<file path="config.mk">
export PLATFORM = sky130hd
export DESIGN_NAME = cfba_ctrl
export DESIGN_NICKNAME = d
export VERILOG_FILES = /design/src/rtl/cfba_pkg.sv /design/src/rtl/cfba_ctrl.sv
export SDC_FILE = /design/constraint.sdc
export NUM_CORES = 1
export LEC_CHECK = 0
export BUFFER_PORTS_ARGS = -buffer_cell sky130_fd_sc_hd__buf_2
export CORE_AREA = 3 3 40 42
export CTS_BUF_LIST = sky130_fd_sc_hd__clkbuf_8
export DETAILED_ROUTE_END_ITERATION = 12
export DIE_AREA = 0 0 43 45
export PLACE_DENSITY = 0.57
export SYNTH_ARGS = -nofsm -noshare
export SYNTH_HDL_FRONTEND = slang
export SYNTH_SLANG_ARGS = --single-unit
</file>
<file path="constraint.sdc">
create_clock -name i_clk -period 4.3 [get_ports i_clk]
set_clock_uncertainty 0.2 [all_clocks]
set_input_delay 0.43 -clock i_clk [delete_from_list [all_inputs] [get_ports i_clk]]
set_output_delay 0.43 -clock i_clk [all_outputs]
set_load 0.005 [all_outputs]
</file>
<file path="src/rtl/cfba_pkg.sv">
// shared constants and controller/datapath command and status types
// for the chained free block allocator; no dependencies
`default_nettype none

package cfba_pkg;

    localparam int BLK_W           = 10;
    localparam int BLOCK_COUNT     = 1 << BLK_W;
    localparam int STACK_DEPTH_DEF = 16;
    localparam int TDATA_W         = 16;

    localparam logic REQ_ALLOC = 1'b0;
    localparam logic REQ_FREE  = 1'b1;

    localparam logic STATUS_OK   = 1'b0;
    localparam logic STATUS_FAIL = 1'b1;

    typedef struct packed {
        logic accept;
        logic decide;
        logic push;
        logic pop;
        logic spill;
        logic refill;
        logic load_out;
    } t_cmd;

    typedef struct packed {
        logic is_free;
        logic full;
        logic fail;
        logic last;
        logic sweep_done;
    } t_stat;

endpackage

`default_nettype wire

</file>
<file path="src/rtl/cfba_ctrl.sv">
// allocator controller: request sequencing, spill and refill sweeps, result handshake
// depends on cfba_pkg
`default_nettype none

module cfba_ctrl (
    input  wire logic            i_clk,
    input  wire logic            i_rst_n,
    input  wire logic            i_in_valid,
    output logic                 o_in_ready,
    input  wire logic            i_out_ready,
    output logic                 o_out_valid,
    input  wire cfba_pkg::t_stat i_stat,
    output cfba_pkg::t_cmd       o_cmd
);

    typedef enum logic [4:0] {
        ST_IDLE   = 5'b00001,
        ST_LOOK   = 5'b00010,
        ST_SPILL  = 5'b00100,
        ST_REFILL = 5'b01000,
        ST_RESP   = 5'b10000
    } t_state;

    t_state r_state, n_state;
    logic   r_out_valid, n_out_valid;
    logic   w_out_free;

    assign w_out_free = !r_out_valid || i_out_ready;

    always_comb begin
        n_state    = r_state;
        o_cmd      = '0;
        o_in_ready = 1'b0;
        unique case (r_state)
            ST_IDLE: begin
                o_in_ready = 1'b1;
                if (i_in_valid) begin
                    o_cmd.accept = 1'b1;
                    n_state      = ST_LOOK;
                end
            end
            ST_LOOK: begin
                o_cmd.decide = 1'b1;
                priority if (i_stat.is_free && i_stat.full) begin
                    n_state = ST_SPILL;
                end else if (!i_stat.is_free && !i_stat.fail && i_stat.last) begin
                    o_cmd.pop = 1'b1;
                    n_state   = ST_REFILL;
                end else begin
                    o_cmd.push = i_stat.is_free;
                    o_cmd.pop  = !i_stat.is_free && !i_stat.fail;
                    if (w_out_free) begin
                        o_cmd.load_out = 1'b1;
                        n_state        = ST_IDLE;
                    end else begin
                        n_state = ST_RESP;
                    end
                end
            end
            ST_SPILL: begin
                o_cmd.spill = 1'b1;
                if (i_stat.sweep_done) begin
                    n_state = ST_RESP;
                end
            end
            ST_REFILL: begin
                o_cmd.refill = 1'b1;
                if (i_stat.sweep_done) begin
                    n_state = ST_RESP;
                end
            end
            ST_RESP: begin
                if (w_out_free) begin
                    o_cmd.load_out = 1'b1;
                    n_state        = ST_IDLE;
                end
            end
            default: begin
                n_state = ST_IDLE;
            end
        endcase
    end

    always_comb begin
        n_out_valid = r_out_valid;
        priority if (o_cmd.load_out) begin
            n_out_valid = 1'b1;
        end else if (i_out_ready) begin
            n_out_valid = 1'b0;
        end else begin
            n_out_valid = r_out_valid;
        end
    end

    always_ff @(posedge i_clk) begin
        if (!i_rst_n) begin
            r_state     <= ST_IDLE;
            r_out_valid <= 1'b0;
        end else begin
            r_state     <= n_state;
            r_out_valid <= n_out_valid;
        end
    end

    assign o_out_valid = r_out_valid;

endmodule

`default_nettype wire

</file>
==> key figures, run 1 <==
Drt
  • Wire length per cell: 11.74 um
  • # DRC: 0
  • Pre-antenna DRT Iters: 4
  • Post-Route WL: 998 um
  • Iter 0 DRT Violations: 6
  • Vias post-DR: 442
  • Vias per cell: 5.200
  • Post-route antenna net violation count: 0

Setup path
  • Worst path required time: 3.67 ns
  • Setup CP Type: reg -> out
  • Critical path origin: r_state[1]$_SDFFE_PN0P_
  • R2R Path Start: r_state[1]$_SDFFE_PN0P_
  • Slowest CP cell: dfxtp_1
  • Worst path cell trace: or2b_1, o31ai_1, nand2_1, nor2_1, buf_2
  • CP peak stage delay: 0.48 ns
  • CP startpoint kind: flip-flop
  • CP endpoint kind: primary output
  • Highest net fanout along the worst path: 10
  • WP data arrival: 1.65 ns

STA
  • Fin worst setup slack: 2.021 ns
  • Final period util: 52.99%
  • TNS Setup: 0 ns
  • Hold Slack: 0.2620 ns
  • Final min period: 2.279 ns
  • Endpoints failing hold: 0
  • Slew Limit Headroom: 72.34%
  • RSZ-0062 raised after global routing: no
  • Slew of the pin with the lowest slew margin: 0.4113 ns
  • Setup violators final: 0
  • Fmax: 438.8 MHz
  • Max-slew violation total from the final report: 0

Placed design
  • Routability cong.: 0.7005
  • Placed Instances: 82
  • Post-DP Area: 511.7 um^2
  • Setup slack at placement: 2.227 ns
  • HPWL after detailed placement: 769.7 um
  • PortBufs: 17

Global routing
  • Gr ovfl total: 0
  • Vias in the first global route: 358
  • Largest net degree at the start of global routing: 11
  • First-pass GRT wire length: 1614 um
  • Antenna violations before repair: 0
  • GR Util All Layers: 11.43%

Die
  • Io pins: 18
  • Initial core utilization: 33.98%
  • Core Rows: 13
  • Core region area: 0.001285 mm^2
  • Chip Height: 45 um
  • Die W: 43 um
  • Die ar.: 0.001935 mm^2

Clocking
  • Clock Path Buffers: 2
  • CTS root buf: clkbuf_8
  • CTS buffer count: 3
  • # clock sinks: 6
  • Clock slew at reported path FFs: 0.04 ns
  • CTS tree: built
  • Worst skew pair latency: 0.22 ns
  • Post-CTS setup buffers: 0
  • Gates resized, CTS repair: 0
  • # hold bufs at CTS: 0
  • CTS H-tree lvls: 1

Logic synthesis
  • Net count after synthesis: 63
  • Seq cells post-synth: 6
  • Syn. warnings: 0
  • Synth Cell Area: 436.7 um^2
  • Ys flop type: dfxtp_1
  • Mapped Avg Cell Area: 8.086 um^2
  • Synth cell types: 31
  • Share of the yosys chip area belonging to registers: 27.51%
  • Post-synth EDFFs: 0
  • Ys async rst share: 0%
  • Synth Instances: 54

Job
  • Max_cap viols: 0

Finish
  • Most common cell after layout, fill and taps aside: buf_2
  • Layout filler cell count: 147
  • Design area: 553.0 um^2
  • Nets: 81
  • Layout cell share with drive strength beyond 1: 31.43%
  • Non-Filler Instances: 85
  • Antenna cells: 0
  • Final Core Density: 43.04%
  • Most frequent cells in the layout: buf_2 (17), nor2_1 (6), dfxtp_1 (6)
  • Area Growth Syn to Fin: 26.65%

Power
  • Pwr dens: 311.3 mW/mm^2
  • Pleak: 0.2581 nW
  • Peak VDD IR: 0.2106 mV
  • Pwr Total: 0.1722 mW

Min path
  • Worst Hold Class: in -> reg
  • Min-delay src: i_in_valid

Outcome
  • Status: complete, no violations
state kept, by name, indices dropped and copies added, names as in the netlist:
register	count
o_out_valid	1
r_state	5
per-layer routing:
layer,up-vias,GRT usage (%),wire [um]
met5,-,0,0
met4,0,10.84,19
met3,4,1.594,83
met2,19,15.57,429
met1,189,15.25,465
li1,230,-,-
critical path: cells and delay by family, from the launching register on:
family          cells  cell delay, ns
flops               1            0.48
simple gates        3            0.47
compound gates      1            0.37
buf+inv             1            0.11
cells by family after synthesis:
group	synth area share, %
flops	27.51
simple gates	39.54
compound gates	21.49
buf+inv	7.450
xor+xnor	4.012
cell type report:
| type | instances | area, um^2 | share of cell area [%] |
|---|---|---|---|
| timing repair buffer | 17 | 85.08 | 15.38 |
| clock buffer | 3 | 41.29 | 7.466 |
| tap | 15 | 18.77 | 3.394 |
| multi-input combinational | 43 | 284.0 | 51.36 |
| sequential | 6 | 120.1 | 21.72 |
| inverter | 1 | 3.754 | 0.6787 |
where the power goes:
group	switching [mW]	leakage [nW]	internal, mW
Combinational	0.0130	0.188	0.0147
Clock	0.0233	0.0216	0.0601
Sequential	0.00305	0.0488	0.0581
worst paths after layout:
kind / slack, ns / endpoint / depth (start not counted)
max: 2.02 / o_cmd[0] / 5
min: 0.26 / r_state[1]$_SDFFE_PN0P_ / 2
max reg2reg: 2.61 / r_state[4]$_SDFFE_PN0P_ / 4
min reg2reg: 0.46 / r_state[3]$_SDFFE_PN0P_ / 2
Yosys cell counts (2+ instances only):
master / instances / share of area [%]
dfxtp_1: 6 / 28
nor2_1: 6 / 5.2
nand2_1: 3 / 2.6
and2_1: 2 / 2.9
o31ai_1: 3 / 5.2
a32oi_1: 2 / 4.0
nor3_1: 3 / 3.4
nor3b_1: 2 / 3.4
nor2b_1: 4 / 5.7
buf_2: 2 / 2.3
(Power assumes the default switching activity.)
==> run 2: changes to the inputs <==
clock period = 2.1 ns   (was 4.3 ns; I/O delays follow)
==> run 2 against run 1 <==
Against the previous run: setup slack lost 1.9 ns; critical endpoint is now o_cmd[6]; highest routed layer is now met3; critical path depth shrank 1; clock-buffer cell count did not move; register-to-register slack got worse by 2.2 ns; sequential cell count unchanged; routed wire length shrank 5.0%; via count down 4.3%; combinational power up 110%.
==> key figures, run 2 (same netlist as run 1, synthesis figures left out) <==
Finish
  • Register area: 120.1 um^2
  • Nets: 82
  • Most frequent cells in the layout: buf_2 (17), nor2_1 (6), dfxtp_1 (6)
  • Max FFs per register: 5
  • Most common cell after layout, fill and taps aside: buf_2
  • Layout filler cell count: 145
  • Multi-input logic area: 296.5 um^2
  • Biggest register: r_state
  • Antenna cells: 0
  • Area Growth Syn to Fin: 31.23%
  • Layout cell share with drive strength beyond 1: 36.62%

Setup path
  • Setup CP Type: reg -> out
  • WP data arrival: 1.56 ns
  • CP endpoint kind: primary output
  • WP buf/inv: 1
  • Highest net fanout along the worst path: 10
  • Worst path cell trace: or4b_4, nor2_2, and2_1, buf_2
  • Slowest CP cell: or4b_4
  • CP startpoint kind: flip-flop
  • Worst path required time: 1.69 ns
  • CP peak stage delay: 0.55 ns
  • Reg2reg setup slack: 0.45 ns
  • Top delay family on crit path: simple AND/OR/NAND/NOR gates

Clocking
  • Clock Path Buffers: 2
  • CTS H-tree lvls: 1
  • # hold bufs at CTS: 0
  • CTS root buf: clkbuf_8
  • Post-CTS setup buffers: 0
  • CTS buffer count: 3
  • CTS tree: built
  • Clock slew at reported path FFs: 0.04 ns
  • Worst skew pair latency: 0.22 ns
  • # clock sinks: 6

STA
  • Endpoints failing hold: 0
  • Hold Slack: 0.05751 ns
  • RSZ-0062 raised after global routing: yes
  • Fmax: 507.4 MHz
  • Final min period: 1.971 ns
  • Max-slew violation total from the final report: 0
  • Final period util: 93.86%
  • Setup violators final: 0
  • Slew Limit Headroom: 72.78%
  • Fin worst setup slack: 0.1290 ns
  • TNS Setup: 0 ns
  • Slew of the pin with the lowest slew margin: 0.4075 ns

Global routing
  • Antenna violations before repair: 0
  • Gr ovfl total: 0
  • Largest net degree at the start of global routing: 11
  • GR Util All Layers: 10.28%
  • Vias in the first global route: 358
  • First-pass GRT wire length: 1511 um

Drt
  • WL met2: 418 um
  • # DRC: 0
  • DRT met1 WL: 464 um
  • Post-route antenna net violation count: 0
  • Pre-antenna DRT Iters: 4
  • Wire length per cell: 11.02 um
  • Post-Route WL: 948 um
  • Met3 Wirelength: 65 um
  • Top sig layer: met3
  • Iter 0 DRT Violations: 6
  • Vias post-DR: 423
  • Vias per cell: 4.919

Die
  • Initial core utilization: 33.98%
  • Core region area: 0.001285 mm^2
  • Die W: 43 um
  • Core Rows: 13
  • Io pins: 18
  • Chip Height: 45 um
  • Die ar.: 0.001935 mm^2

Job
  • Max_cap viols: 0

Placed design
  • HPWL after detailed placement: 760.4 um
  • PortBufs: 17
  • Setup slack at placement: 0.3076 ns
  • Routability cong.: 0.7024

Power
  • Peak VDD IR: 0.6997 mV
  • Pwr dens: 613.0 mW/mm^2
  • Pwr Total: 0.3513 mW
  • Pleak: 0.2682 nW

Outcome
  • Status: complete, no violations

Min path
  • Worst Hold Class: in -> reg
## run 2: through the flow
step                area (um^2)  util, %  cells
floorplan                 436.7        -     54
global placement          519.2    40.41     83
detailed placement        519.2    40.41     83
CTS                       560.5    43.62     86
global route              573.1    44.60     86
finish                    573.1    44.60     86
## run 2: final timing paths
check / cells past startpoint / start / end
worst min-delay path: 2 / i_rst_n / r_state[2]$_SDFFE_PN0P_
worst max-delay path: 4 / r_state[2]$_SDFFE_PN0P_ / o_cmd[6]
worst max register to register: 3 / r_state[2]$_SDFFE_PN0P_ / r_state[0]$_SDFFE_PN1P_
worst min register to register: 2 / r_state[3]$_SDFFE_PN0P_ / r_state[3]$_SDFFE_PN0P_
## run 2: cell type report
class	instances	share of cell area, %
Timing Repair Buffer	18	16.16
Clock buffer	3	7.205
Multi-Input combinational cell	43	51.75
Tap cell	15	3.275
Inverter	1	0.6550
Sequential cell	6	20.96
## run 2: repair_timing
| action | 4_1_cts | 5_1_grt |
|---|---|---|
| hold endpoints to repair | 0 | 0 |
| setup endpoints to repair | 0 | 3 |
| resized for setup | 0 | 3 |
## run 2: metal layers
layer  global-route usage, %  vias to the layer above
li1                        -                      229
met1                   13.87                      180
met2                   16.17                       14
met3                   3.586                        0
met4                   1.807                        0
met5                       0                        -
## run 2: power breakdown
group          total, mW  switching, mW  internal (mW)
registers          0.125        0.00621          0.119
logic             0.0591         0.0277         0.0314
clock network      0.167         0.0444          0.123
total              0.351         0.0783          0.273
